$ cat config.mk
export PLATFORM = sky130hd
export DESIGN_NAME = modular_exponentiation_top_flat
export DESIGN_NICKNAME = d
export VERILOG_FILES = /design/src/sv/modexp_pkg.sv /design/src/sv/modexp_if.sv /design/src/sv/modexp_mulmod.sv /design/src/sv/modular_exponentiation_top.sv /design/src/flat_wrapper.sv
export SDC_FILE = /design/constraint.sdc
export NUM_CORES = 1
export LEC_CHECK = 0
export BUFFER_PORTS_ARGS = -buffer_cell sky130_fd_sc_hd__buf_2
export CORE_ASPECT_RATIO = 0.5
export CORE_MARGIN = 2
export CORE_UTILIZATION = 60
export CTS_CLUSTER_DIAMETER = 100
export DETAILED_ROUTE_END_ITERATION = 16
export PLACE_DENSITY = 0.81
export SYNTH_ARGS = -nofsm -noshare
export SYNTH_HDL_FRONTEND = slang
export SYNTH_SLANG_ARGS = --single-unit
$ cat constraint.sdc
create_clock -name i_clk -period 9.25 [get_ports i_clk]
set_input_delay 0.4625 -clock i_clk [delete_from_list [all_inputs] [get_ports i_clk]]
set_output_delay 0.4625 -clock i_clk [all_outputs]
set_load 0.03 [all_outputs]
$ cat src/sv/modexp_pkg.sv
// ----------------------------------------------------------------------------
// Modular exponentiation package
// Shared widths, register map and reset values for the modular
// exponentiation block.
// ----------------------------------------------------------------------------
package modexp_pkg;

    localparam int unsigned OPERAND_BITS_DEF = 31;
    localparam int unsigned FIELD_W          = 31;

    localparam int unsigned APB_ADDR_W = 3;
    localparam int unsigned APB_DATA_W = 32;
    localparam int unsigned CFG_IDX_W  = APB_ADDR_W - 2;

    localparam logic [CFG_IDX_W-1:0] CFG_REG_MODULUS = 1'b0;
    localparam logic [FIELD_W-1:0]   MODULUS_RESET   = FIELD_W'(1);

endpackage

$ cat src/sv/modexp_if.sv
// ----------------------------------------------------------------------------
// Modular exponentiation channels
// Valid/ready channels for the operand beats and the result beats.
// ----------------------------------------------------------------------------
interface modexp_in_if import modexp_pkg::*; ();
    logic               valid;
    logic               ready;
    logic [FIELD_W-1:0] base_value;
    logic [FIELD_W-1:0] exponent_value;

    modport source (output valid, output base_value, output exponent_value, input ready);
    modport sink   (input valid, input base_value, input exponent_value, output ready);
endinterface

interface modexp_out_if import modexp_pkg::*; ();
    logic               valid;
    logic               ready;
    logic [FIELD_W-1:0] result_value;
    logic               modulus_error;

    modport source (output valid, output result_value, output modulus_error, input ready);
    modport sink   (input valid, input result_value, input modulus_error, output ready);
endinterface

$ cat src/sv/modexp_mulmod.sv
// ----------------------------------------------------------------------------
// Modular multiplier
// Computes a * b mod m by interleaved shift, add and reduce, one multiplier
// bit per cycle from the most significant bit. Requires a <= m and m > 0.
// ----------------------------------------------------------------------------
module modexp_mulmod import modexp_pkg::*; #(
    parameter int unsigned OPERAND_BITS = OPERAND_BITS_DEF
) (
    input  logic                    i_clk,
    input  logic                    i_rst_n,
    input  logic                    i_start,
    input  logic [OPERAND_BITS-1:0] i_a,
    input  logic [OPERAND_BITS-1:0] i_b,
    input  logic [OPERAND_BITS-1:0] i_m,
    output logic                    o_done,
    output logic [OPERAND_BITS-1:0] o_result
);

    localparam int unsigned CNT_W = $clog2(OPERAND_BITS);
    localparam logic [CNT_W-1:0] LAST = CNT_W'(OPERAND_BITS - 1);

    logic                    r_busy;
    logic                    r_done;
    logic [CNT_W-1:0]        r_cnt;
    logic [OPERAND_BITS-1:0] r_a;
    logic [OPERAND_BITS-1:0] r_b;
    logic [OPERAND_BITS-1:0] r_m;
    logic [OPERAND_BITS-1:0] r_r;

    logic [OPERAND_BITS+1:0] sum;
    logic [OPERAND_BITS+1:0] red1;
    logic [OPERAND_BITS+1:0] red2;
    logic [OPERAND_BITS+1:0] m_ext;

    always_comb begin
        m_ext = {2'b00, r_m};
        sum   = {1'b0, r_r, 1'b0} + (r_b[OPERAND_BITS-1] ? {2'b00, r_a} : '0);
        red1  = (sum >= m_ext) ? (sum - m_ext) : sum;
        red2  = (red1 >= m_ext) ? (red1 - m_ext) : red1;
    end

    always_ff @(posedge i_clk) begin
        if (!i_rst_n) begin
            r_busy <= 1'b0;
            r_done <= 1'b0;
        end else begin
            r_done <= 1'b0;
            if (i_start) begin
                r_busy <= 1'b1;
            end else if (r_busy && (r_cnt == LAST)) begin
                r_busy <= 1'b0;
                r_done <= 1'b1;
            end
        end
    end

    always_ff @(posedge i_clk) begin
        if (i_start) begin
            r_a   <= i_a;
            r_b   <= i_b;
            r_m   <= i_m;
            r_r   <= '0;
            r_cnt <= '0;
        end else if (r_busy) begin
            r_r   <= red2[OPERAND_BITS-1:0];
            r_b   <= {r_b[OPERAND_BITS-2:0], 1'b0};
            r_cnt <= r_cnt + CNT_W'(1);
        end
    end

    assign o_done   = r_done;
    assign o_result = r_r;

endmodule

$ cat src/sv/modular_exponentiation_top.sv
// ----------------------------------------------------------------------------
// Modular exponentiation top level
// Raises each base to its exponent modulo a configured modulus.
// ----------------------------------------------------------------------------
// An operand beat on i_in carries base_value and exponent_value; the block
// answers with one result beat on o_out carrying base^exponent mod modulus
// and a modulus_error flag. The modulus sits in the APB register at byte
// address 0 and resets to 1. A zero modulus gives result 0 with the flag set.
// One item is worked at a time by a single modular multiplier that handles
// one multiplier bit per cycle. An item costs one base reduction plus, for
// every exponent bit up to the highest set one, a squaring, a pass through
// the sequencing state and, for set bits, one more product. i_in.ready is
// high only while no item is in work. The result sits in an output
// register; the next operand beat is taken while it waits, and a finished
// result waits until the register is free. Reset empties the output
// register and returns the sequencer to idle.
// ----------------------------------------------------------------------------
module modular_exponentiation_top import modexp_pkg::*; #(
    parameter int unsigned OPERAND_BITS = OPERAND_BITS_DEF
) (
    input  logic                  i_clk,
    input  logic                  i_rst_n,
    input  logic                  i_psel,
    input  logic                  i_penable,
    input  logic                  i_pwrite,
    input  logic [APB_ADDR_W-1:0] i_paddr,
    input  logic [APB_DATA_W-1:0] i_pwdata,
    output logic [APB_DATA_W-1:0] o_prdata,
    output logic                  o_pready,
    modexp_in_if.sink             i_in,
    modexp_out_if.source          o_out
);

    typedef enum logic [5:0] {
        S_IDLE = 6'b000001,
        S_RED  = 6'b000010,
        S_STEP = 6'b000100,
        S_MUL  = 6'b001000,
        S_SQR  = 6'b010000,
        S_DONE = 6'b100000
    } t_state;

    localparam logic [OPERAND_BITS-1:0] OP_ONE = OPERAND_BITS'(1);

    t_state                  r_state;
    t_state                  n_state;
    logic [FIELD_W-1:0]      r_modulus;
    logic [OPERAND_BITS-1:0] r_acc;
    logic [OPERAND_BITS-1:0] r_sq;
    logic [OPERAND_BITS-1:0] r_expo;
    logic                    r_err;
    logic                    r_out_valid;
    logic [FIELD_W-1:0]      r_out_result;
    logic                    r_out_err;

    logic                    cfg_wr;
    logic                    cfg_sel;
    logic                    in_fire;
    logic                    out_free;
    logic [OPERAND_BITS-1:0] mod_op;
    logic [OPERAND_BITS-1:0] base_op;
    logic [OPERAND_BITS-1:0] expo_op;
    logic                    mm_start;
    logic [OPERAND_BITS-1:0] mm_a;
    logic [OPERAND_BITS-1:0] mm_b;
    logic                    mm_done;
    logic [OPERAND_BITS-1:0] mm_result;

    assign cfg_sel  = (i_paddr[APB_ADDR_W-1:2] == CFG_REG_MODULUS);
    assign cfg_wr   = i_psel && i_penable && i_pwrite && cfg_sel;
    assign o_pready = 1'b1;
    assign o_prdata = cfg_sel ? APB_DATA_W'(r_modulus) : '0;

    assign mod_op  = OPERAND_BITS'(r_modulus);
    assign base_op = OPERAND_BITS'(i_in.base_value);
    assign expo_op = OPERAND_BITS'(i_in.exponent_value);

    assign i_in.ready = (r_state == S_IDLE);
    assign in_fire    = i_in.valid && i_in.ready;
    assign out_free   = !r_out_valid || o_out.ready;

    always_comb begin
        n_state  = r_state;
        mm_start = 1'b0;
        mm_a     = r_sq;
        mm_b     = r_sq;
        unique case (r_state)
            S_IDLE: begin
                if (in_fire) begin
                    if (mod_op == '0) begin
                        n_state = S_DONE;
                    end else begin
                        mm_start = 1'b1;
                        mm_a     = OP_ONE;
                        mm_b     = base_op;
                        n_state  = S_RED;
                    end
                end
            end
            S_RED: begin
                if (mm_done) begin
                    n_state = S_STEP;
                end
            end
            S_STEP: begin
                if (r_expo == '0) begin
                    n_state = S_DONE;
                end else if (r_expo[0]) begin
                    mm_start = 1'b1;
                    mm_a     = r_acc;
                    n_state  = S_MUL;
                end else begin
                    mm_start = 1'b1;
                    n_state  = S_SQR;
                end
            end
            S_MUL: begin
                if (mm_done) begin
                    mm_start = 1'b1;
                    n_state  = S_SQR;
                end
            end
            S_SQR: begin
                if (mm_done) begin
                    n_state = S_STEP;
                end
            end
            S_DONE: begin
                if (out_free) begin
                    n_state = S_IDLE;
                end
            end
            default: begin
                n_state = S_IDLE;
            end
        endcase
    end

    always_ff @(posedge i_clk) begin
        if (!i_rst_n) begin
            r_state     <= S_IDLE;
            r_modulus   <= MODULUS_RESET;
            r_out_valid <= 1'b0;
        end else begin
            r_state <= n_state;
            if (cfg_wr) begin
                r_modulus <= i_pwdata[FIELD_W-1:0];
            end
            if ((r_state == S_DONE) && out_free) begin
                r_out_valid <= 1'b1;
            end else if (o_out.ready) begin
                r_out_valid <= 1'b0;
            end
        end
    end

    always_ff @(posedge i_clk) begin
        if (in_fire) begin
            r_acc  <= (mod_op == OP_ONE) ? '0 : OP_ONE;
            r_expo <= expo_op;
            r_err  <= (mod_op == '0);
        end
        if ((r_state == S_RED) && mm_done) begin
            r_sq <= mm_result;
        end
        if ((r_state == S_MUL) && mm_done) begin
            r_acc <= mm_result;
        end
        if ((r_state == S_SQR) && mm_done) begin
            r_sq   <= mm_result;
            r_expo <= r_expo >> 1;
        end
        if ((r_state == S_DONE) && out_free) begin
            r_out_result <= r_err ? '0 : FIELD_W'(r_acc);
            r_out_err    <= r_err;
        end
    end

    assign o_out.valid         = r_out_valid;
    assign o_out.result_value  = r_out_result;
    assign o_out.modulus_error = r_out_err;

    modexp_mulmod #(
        .OPERAND_BITS(OPERAND_BITS)
    ) u_mulmod (
        .i_clk    (i_clk),
        .i_rst_n  (i_rst_n),
        .i_start  (mm_start),
        .i_a      (mm_a),
        .i_b      (mm_b),
        .i_m      (mod_op),
        .o_done   (mm_done),
        .o_result (mm_result)
    );

endmodule

$ cat src/flat_wrapper.sv
// flat-port wrapper written by rule: the top's interface ports become plain ports
module modular_exponentiation_top_flat import modexp_pkg::*;
#(
    parameter int unsigned OPERAND_BITS = OPERAND_BITS_DEF
)
  (i_clk, i_rst_n, i_psel, i_penable, i_pwrite, i_paddr, i_pwdata, o_prdata, o_pready, i_in_valid, i_in_base_value, i_in_exponent_value, i_in_ready, o_out_valid, o_out_result_value, o_out_modulus_error, o_out_ready);
  modexp_in_if i_in_i ();
  modexp_out_if o_out_i ();
  input  logic i_clk;
  input  logic i_rst_n;
  input  logic i_psel;
  input  logic i_penable;
  input  logic i_pwrite;
  input  logic [APB_ADDR_W-1:0] i_paddr;
  input  logic [APB_DATA_W-1:0] i_pwdata;
  output logic [APB_DATA_W-1:0] o_prdata;
  output logic o_pready;
  input wire logic [$bits(i_in_i.valid)-1:0] i_in_valid;
  input wire logic [$bits(i_in_i.base_value)-1:0] i_in_base_value;
  input wire logic [$bits(i_in_i.exponent_value)-1:0] i_in_exponent_value;
  output wire logic [$bits(i_in_i.ready)-1:0] i_in_ready;
  output wire logic [$bits(o_out_i.valid)-1:0] o_out_valid;
  output wire logic [$bits(o_out_i.result_value)-1:0] o_out_result_value;
  output wire logic [$bits(o_out_i.modulus_error)-1:0] o_out_modulus_error;
  input wire logic [$bits(o_out_i.ready)-1:0] o_out_ready;
  assign i_in_i.valid = i_in_valid;
  assign i_in_i.base_value = i_in_base_value;
  assign i_in_i.exponent_value = i_in_exponent_value;
  assign i_in_ready = i_in_i.ready;
  assign o_out_valid = o_out_i.valid;
  assign o_out_result_value = o_out_i.result_value;
  assign o_out_modulus_error = o_out_i.modulus_error;
  assign o_out_i.ready = o_out_ready;
  modular_exponentiation_top #(.OPERAND_BITS(OPERAND_BITS)) u_core (.i_clk(i_clk), .i_rst_n(i_rst_n), .i_psel(i_psel), .i_penable(i_penable), .i_pwrite(i_pwrite), .i_paddr(i_paddr), .i_pwdata(i_pwdata), .o_prdata(o_prdata), .o_pready(o_pready), .i_in(i_in_i), .o_out(o_out_i));
endmodule
==> results.ini, run 1 <==
[outcome]
status = completed

[floorplanning]
die_y_um = 126
rows = 44
die_width_um = 248
initial_utilization_pct = 61.3
die-area_um2 = 31300
io_pins = 171
core_um2 = 29100

[setup_path]
timing.rr.end = u_core.u_mulmod.o_result[30]$_SDFFE_PP0P_
start_kind = flop
endpoint_kind = flop
rrSetupSlack_ns = 0.67
cp.required_ns = 9.73
reg2reg_depth = 32
timing.rr.start = u_core.u_mulmod.r_b[30]$_DFFE_PP_
cp.arrival_ns = 9.06
worst-setup-path-type = flop to flop
slowest_delay_ns = 0.49
slowest_stage = nor3_1
crit_path_max_fanout = 31

[clock_network]
cts_setup_buffers = 0
htreeDepth = 1
ctsResizeCount = 0
numCtsBuffers = 26
cts_root_buf = clkbuf_16
clk_latency_ns = 0.56
cts_tree = built
clock_path_buffers = 3
clk_pin_slew_ns = 0.07
cts_hold_buf = 0
cts_sinks = 295

[global_routing]
antenna_found_initial = 0
grt.total_usage_pct = 31.0
grt_overflow = 0
grt_max_degree = 94
grt_pass1_vias = 13300
grt_first_pass_wirelength_um = 74600

[synth]
synth_seq_cells = 295
yosysSeqAreaShare_pct = 45.3
synth_top_area_share_pct = 36.6
synthesis.area_um2 = 17900
syn-num-nets = 2026
synthCells = 1825
syn-mean-instance-area_um2 = 9.79
synth_top_cell_by_area = edfxtp_1
synth_warnings = 0
synth-edff-count = 218
synth_top_cells_by_area = edfxtp_1 37%, dfxtp_1 8.6%, ha_1 6.6%
synth-async-reset-ratio_pct = 0
synth.distinct_cells = 80
ys.flop_type = edfxtp_1

[placed_design]
dp_hpwl_um = 35500
gp_congestion = 1.00
port_buffers = 165

[layout]
area_growth_pct = 12.8
nFillCells = 2296
fin_nets = 2191
drive_gt1_share_pct = 17.4
diodes = 0

[detailed_routing]
wl_per_cell_um = 20.3
drc_errors = 0
num_vias = 14600
antenna_left = 0
routed_wl_um = 48800
drt-vias-per-instance = 6.10
drtPass1Iterations = 5
drtIter0Drc = 1433

[run]
maxCapViolations = 0

[timing]
finalHoldViolations = 0
rsz0062_at_grt = no
fin_setup_tns_ns = 0
slew_viol_final = 0
period_needed_ns = 8.58
slew_headroom_pct = 29.7
fmax_mhz = 117
setup_viol = 0
worst_pin_slew_ns = 1.05
skew_ns = 0.0131
fin_crit_sh_pct = 92.8

[worst_hold_path]
hold_end = u_core.mod_op[0]$_SDFFE_PN1P_
holdCritStartpoint = i_pwdata[0]
hold_class = input port to flop
hold_depth = 3

-- layer usage --
metal  vias to the layer above  GRT usage (%)  routed length, um  part of all wire (%)
met1                      7000           50.9              23600                    48
met4                         0           4.37                467                  0.96
li1                       7018              -                  -                     -
met3                        30           5.97               4910                    10
met2                       598           42.7              19800                    41
met5                         -              0                  0                     0
-- registers in the layout, summed over array words and instances, names as in the netlist, 5 cells and up --
| name | count |
|---|---|
| u_core.mod_op | 31 |
| u_core.o_out.result_value | 31 |
| u_core.r_acc | 31 |
| u_core.r_expo | 31 |
| u_core.r_sq | 31 |
| u_core.u_mulmod.o_result | 31 |
| u_core.u_mulmod.r_a | 31 |
| u_core.u_mulmod.r_b | 31 |
| u_core.u_mulmod.r_m | 31 |
| u_core.r_state | 6 |
| u_core.u_mulmod.r_cnt | 5 |
-- area by class of cell --
class | instances | area, um2 | area share, %
Multi-Input combinational cell | 1372 | 9160 | 45.5
Timing Repair Buffer | 229 | 1330 | 6.61
Clock buffer | 30 | 666 | 3.30
Clock inverter | 18 | 165 | 0.820
Sequential cell | 295 | 8090 | 40.1
Inverter | 66 | 248 | 1.23
Tap cell | 391 | 489 | 2.43
-- layout by cell type (no fill, tap or decap), types with 47 or more instances in the layout --
| cell type | netlist | layout |
|---|---|---|
| dfxtp_1 | 77 | 76 |
| mux2i_1 | 57 | 57 |
| ha_1 | 94 | 94 |
| and3_1 | 47 | 47 |
| o21ai_0 | 68 | 68 |
| mux2_2 | 52 | 52 |
| a21oi_1 | 147 | 147 |
| nor2b_1 | 73 | 71 |
| nand3_1 | 65 | 65 |
| edfxtp_1 | 218 | 218 |
| inv_1 | 66 | 65 |
| nand2_1 | 200 | 198 |
| buf_2 | 2 | 165 |
| nor2_1 | 110 | 110 |
| buf_4 | 3 | 62 |
-- worst max-delay path, delay by kind of cell, from the launching register on --
kind | cells | cell delay (ns)
flip-flops | 1 | 0.42
buffers and inverters | 5 | 0.91
AO/OA/AOI/OAI | 10 | 2.48
adder cells (fa/ha/maj) | 3 | 1.12
AND/OR/NAND/NOR | 12 | 2.84
multiplexers | 2 | 0.71
-- worst max-delay path by stage --
stage | start | endpoint | slack, ns
final | u_core.u_mulmod.r_b[30]$_DFFE_PP_ | u_core.u_mulmod.o_result[30]$_SDFFE_PP0P_ | 0.67
after global routing | u_core.u_mulmod.r_b[30]$_DFFE_PP_ | u_core.u_mulmod.o_result[30]$_SDFFE_PP0P_ | 0.13
after CTS | u_core.u_mulmod.r_b[30]$_DFFE_PP_ | u_core.u_mulmod.o_result[30]$_SDFFE_PP0P_ | 0.87
after detailed placement | u_core.u_mulmod.r_b[30]$_DFFE_PP_ | u_core.u_mulmod.o_result[30]$_SDFFE_PP0P_ | 0.91
after global placement | u_core.u_mulmod.r_b[30]$_DFFE_PP_ | u_core.u_mulmod.o_result[18]$_SDFFE_PP0P_ | 0.97
after floorplan | u_core.u_mulmod.r_b[30]$_DFFE_PP_ | u_core.u_mulmod.o_result[16]$_SDFFE_PP0P_ | 1.89
-- synthesized netlist by cell type (9+ instances only) --
master and count:
mux2i_1 57, dfxtp_1 77, nor2b_1 73, a21oi_1 147, nand2_1 200, nor4_1 19
o211ai_1 14, nand4_1 30, a31oi_1 10, nor3_1 26, and2_1 34, edfxtp_1 218
a211oi_1 16, a21boi_0 39, clkbuf_1 78, ha_1 94, o21a_1 21, xnor2_1 46
inv_1 66, and3_1 47, nor2_1 110, xor2_1 33, o21bai_1 10, nand3_1 65
nand2b_1 10, o21ai_0 68, a21o_1 32, or2_2 9, mux2_2 52
-- kinds of logic after synthesis --
| group | share of synthesized area, % |
|---|---|
| adder cells (fa/ha/maj) | 6.92 |
| buffers and inverters | 3.57 |
| flip-flops | 45.3 |
| AO/OA/AOI/OAI | 15.3 |
| AND/OR/NAND/NOR | 18.3 |
| other | 0.0420 |
| multiplexers | 6.79 |
| XOR/XNOR | 3.87 |
-- stage by stage --
stage	hold slack (ns)	worst slack [ns]	instances	util [%]	area (um2)
2_1_floorplan	0.442	1.89	1825	-	17900
3_3_place_gp	0.468	0.967	2353	66.3	19300
3_5_place_dp	0.469	0.906	2353	66.3	19300
4_1_cts	0.100	0.869	2401	69.2	20100
5_1_grt	0.117	0.129	2401	69.2	20100
6_report	0.111	0.669	2401	69.2	20100
Power of run 1 is left out: the tool's default activity adds up to more than one toggle a clock period on the data nets, which glitch-free logic cannot reach.
==> run 2, diff against run 1 <==
- ABC_AREA: unset -> 1
- CORE_UTILIZATION: 60 -> 61
- PLACE_DENSITY: 0.81 -> unset
- PLACE_DENSITY_LB_ADDON: unset -> 0.08
==> run 2 against run 1 <==
Effect of this change: cell count is 26% higher; clock skew increased by 0.0071 ns; hold slack gained 0.023 ns; non-clock buffer count down 39; via count increased by 18%; final area increased by 3.7%; sequential cell count did not move; sequential share of layout area shrank 1.4 points.
==> results.ini, run 2 <==
[timing]
period_needed_ns = 8.07
fmax_mhz = 124
fin_setup_tns_ns = 0
slew_headroom_pct = 23.7
finalHoldViolations = 0
slew_viol_final = 0
setup_viol = 0
rsz0062_at_grt = no
worst_pin_slew_ns = 1.14
skew_ns = 0.0203
fin_crit_sh_pct = 87.3

[placed_design]
dp_hpwl_um = 41600
gp_congestion = 1.02
port_buffers = 165

[detailed_routing]
num_vias = 17200
antenna_left = 0
drtIter0Drc = 1798
drc_errors = 0
wl_per_cell_um = 18.0
drtPass1Iterations = 6
routed_wl_um = 54300
drt-vias-per-instance = 5.70

[worst_hold_path]
hold_end = u_core.mod_op[0]$_SDFFE_PN1P_
hold_class = input port to flop
hold_depth = 3
holdCritStartpoint = i_pwdata[0]

[setup_path]
rrSetupSlack_ns = 1.18
cpMostUsedCell = nand2_1
start_kind = flop
timing.rr.end = u_core.u_mulmod.o_result[19]$_SDFFE_PP0P_
cp.required_ns = 9.75
worst-setup-path-type = flop to flop
crit_path_max_fanout = 31
slowest_stage = edfxtp_1
cp.arrival_ns = 8.58
timing.rr.start = u_core.u_mulmod.r_b[30]$_DFFE_PP_
reg2reg_depth = 36
slowest_delay_ns = 0.90
endpoint_kind = flop

[layout]
multiInputGateArea_um2 = 8890
nFillCells = 2621
mostFrequentLayoutCells = 606 x nand2_1, 393 x inv_1, 275 x nor2_1
area_growth_pct = 10.8
seqCellArea_um2 = 8090
fin_nets = 2807
drive_gt1_share_pct = 10.2
diodes = 0
final_common_cell = nand2_1

[synth]
syn-mean-instance-area_um2 = 7.62
ys.flop_type = edfxtp_1
synth_compound_area_share_pct = 12.1
synth-edff-count = 218
synth_top_cell_by_area = edfxtp_1
synthesis.area_um2 = 18800
synth_common_cells = 609 x nand2_1, 393 x inv_1, 276 x nor2_1
synth_top_area_share_pct = 34.7
synthSimpleGateAreaFrac_pct = 24.9
syn-num-nets = 2673
synth-async-reset-ratio_pct = 0
yosysSeqAreaShare_pct = 42.9
synthCells = 2472
yosysMostFrequentCell = nand2_1
synth_top_family_by_area = simple AND/OR/NAND/NOR gates
muxShareOfSynthArea_pct = 0
synth.distinct_cells = 51
synth_top_cells_by_area = edfxtp_1 35%, nand2_1 12%, dfxtp_1 8.2%
synth_seq_cells = 295
synth_warnings = 0
synthAdderAreaFrac_pct = 6.56
synth_xor_area_share_pct = 3.44

[outcome]
status = completed

[global_routing]
grt_overflow = 0
antenna_found_initial = 2
grt_pass1_vias = 15700
grt.total_usage_pct = 33.6
grt_first_pass_wirelength_um = 84100
grt_max_degree = 85

[clock_network]
cts_tree = built
cts_setup_buffers = 0
cts_root_buf = clkbuf_16
numCtsBuffers = 26
ctsResizeCount = 0
cts_sinks = 295
htreeDepth = 1
cts_hold_buf = 0
clock_path_buffers = 3
clk_latency_ns = 0.58
clk_pin_slew_ns = 0.07

[floorplanning]
initial_utilization_pct = 62.1
core_um2 = 30300
die_width_um = 253
rows = 45
io_pins = 171
die_y_um = 128
die-area_um2 = 32400

[run]
maxCapViolations = 0

-- run 2: changes by cell type in the layout (fill, tap and decap cells not counted), moves of 19 or more --
cell and change:
nand2_1 +408, inv_1 +328, nor2_1 +165, nor2b_1 -71, o21ai_0 +66, mux2i_1 -57
nand4_1 +54, mux2_2 -52, and3_1 -46, buf_4 -37, and2_1 -34, a21boi_0 -31
a31oi_1 +26, a21oi_1 +19
-- run 2: cell type report --
| type | instances | area share, % |
|---|---|---|
| Inverter | 401 | 7.21 |
| Multi-Input combinational cell | 1692 | 42.5 |
| Timing Repair Buffer | 190 | 4.85 |
| Tap cell | 399 | 2.39 |
| Clock inverter | 14 | 0.791 |
| Sequential cell | 295 | 38.7 |
| Clock buffer | 34 | 3.50 |
-- run 2: worst max-delay path by stage --
| stage | endpoint | startpoint | depth (start not counted) |
|---|---|---|---|
| after global routing | u_core.u_mulmod.o_result[16]$_SDFFE_PP0P_ | u_core.u_mulmod.r_b[30]$_DFFE_PP_ | 38 |
| after CTS | u_core.u_mulmod.o_result[19]$_SDFFE_PP0P_ | u_core.u_mulmod.r_b[30]$_DFFE_PP_ | 38 |
| final | u_core.u_mulmod.o_result[19]$_SDFFE_PP0P_ | u_core.u_mulmod.r_b[30]$_DFFE_PP_ | 36 |
| after floorplan | u_core.u_mulmod.o_result[0]$_SDFFE_PP0P_ | u_core.u_mulmod.r_b[30]$_DFFE_PP_ | 40 |
| after global placement | u_core.u_mulmod.o_result[16]$_SDFFE_PP0P_ | u_core.u_mulmod.r_b[30]$_DFFE_PP_ | 38 |
| after detailed placement | u_core.u_mulmod.o_result[16]$_SDFFE_PP0P_ | u_core.u_mulmod.r_b[30]$_DFFE_PP_ | 40 |
-- run 2: cells by family after synthesis --
family / Yosys count
simple gates: 1112
buf+inv: 485
compound gates: 407
flops: 295
fa+ha+maj: 97
xor+xnor: 74
other cells: 2
-- run 2: routing by layer --
metal	GRT usage, %	vias up	share of wire [%]
li1	-	8379	-
met1	50.2	7903	45
met2	49.5	866	40
met3	7.63	84	12
met4	7.66	0	2.4
met5	0	-	0
-- run 2: stage by stage --
stage                     hold WS, ns  instances  area [um2]  utilization, %  worst slack [ns]
after floorplan                 0.408       2472       18800               -              3.59
after global placement          0.411       2977       20000            65.9              1.58
after detailed placement        0.416       2977       20000            65.9              1.45
after CTS                       0.113       3025       20900            68.8              1.42
after global routing            0.126       3025       20900            68.8             0.588
final                           0.134       3025       20900            68.8              1.18
-- run 2: worst max-delay path, delay by kind of cell (launching register included) --
family          cells  cell delay [ns]
simple gates       20             3.32
xor+xnor            1             0.40
buf+inv             6             0.94
fa+ha+maj           3             0.94
compound gates      6             1.46
flops               1             0.90
Power of run 2 is left out for the same reason.
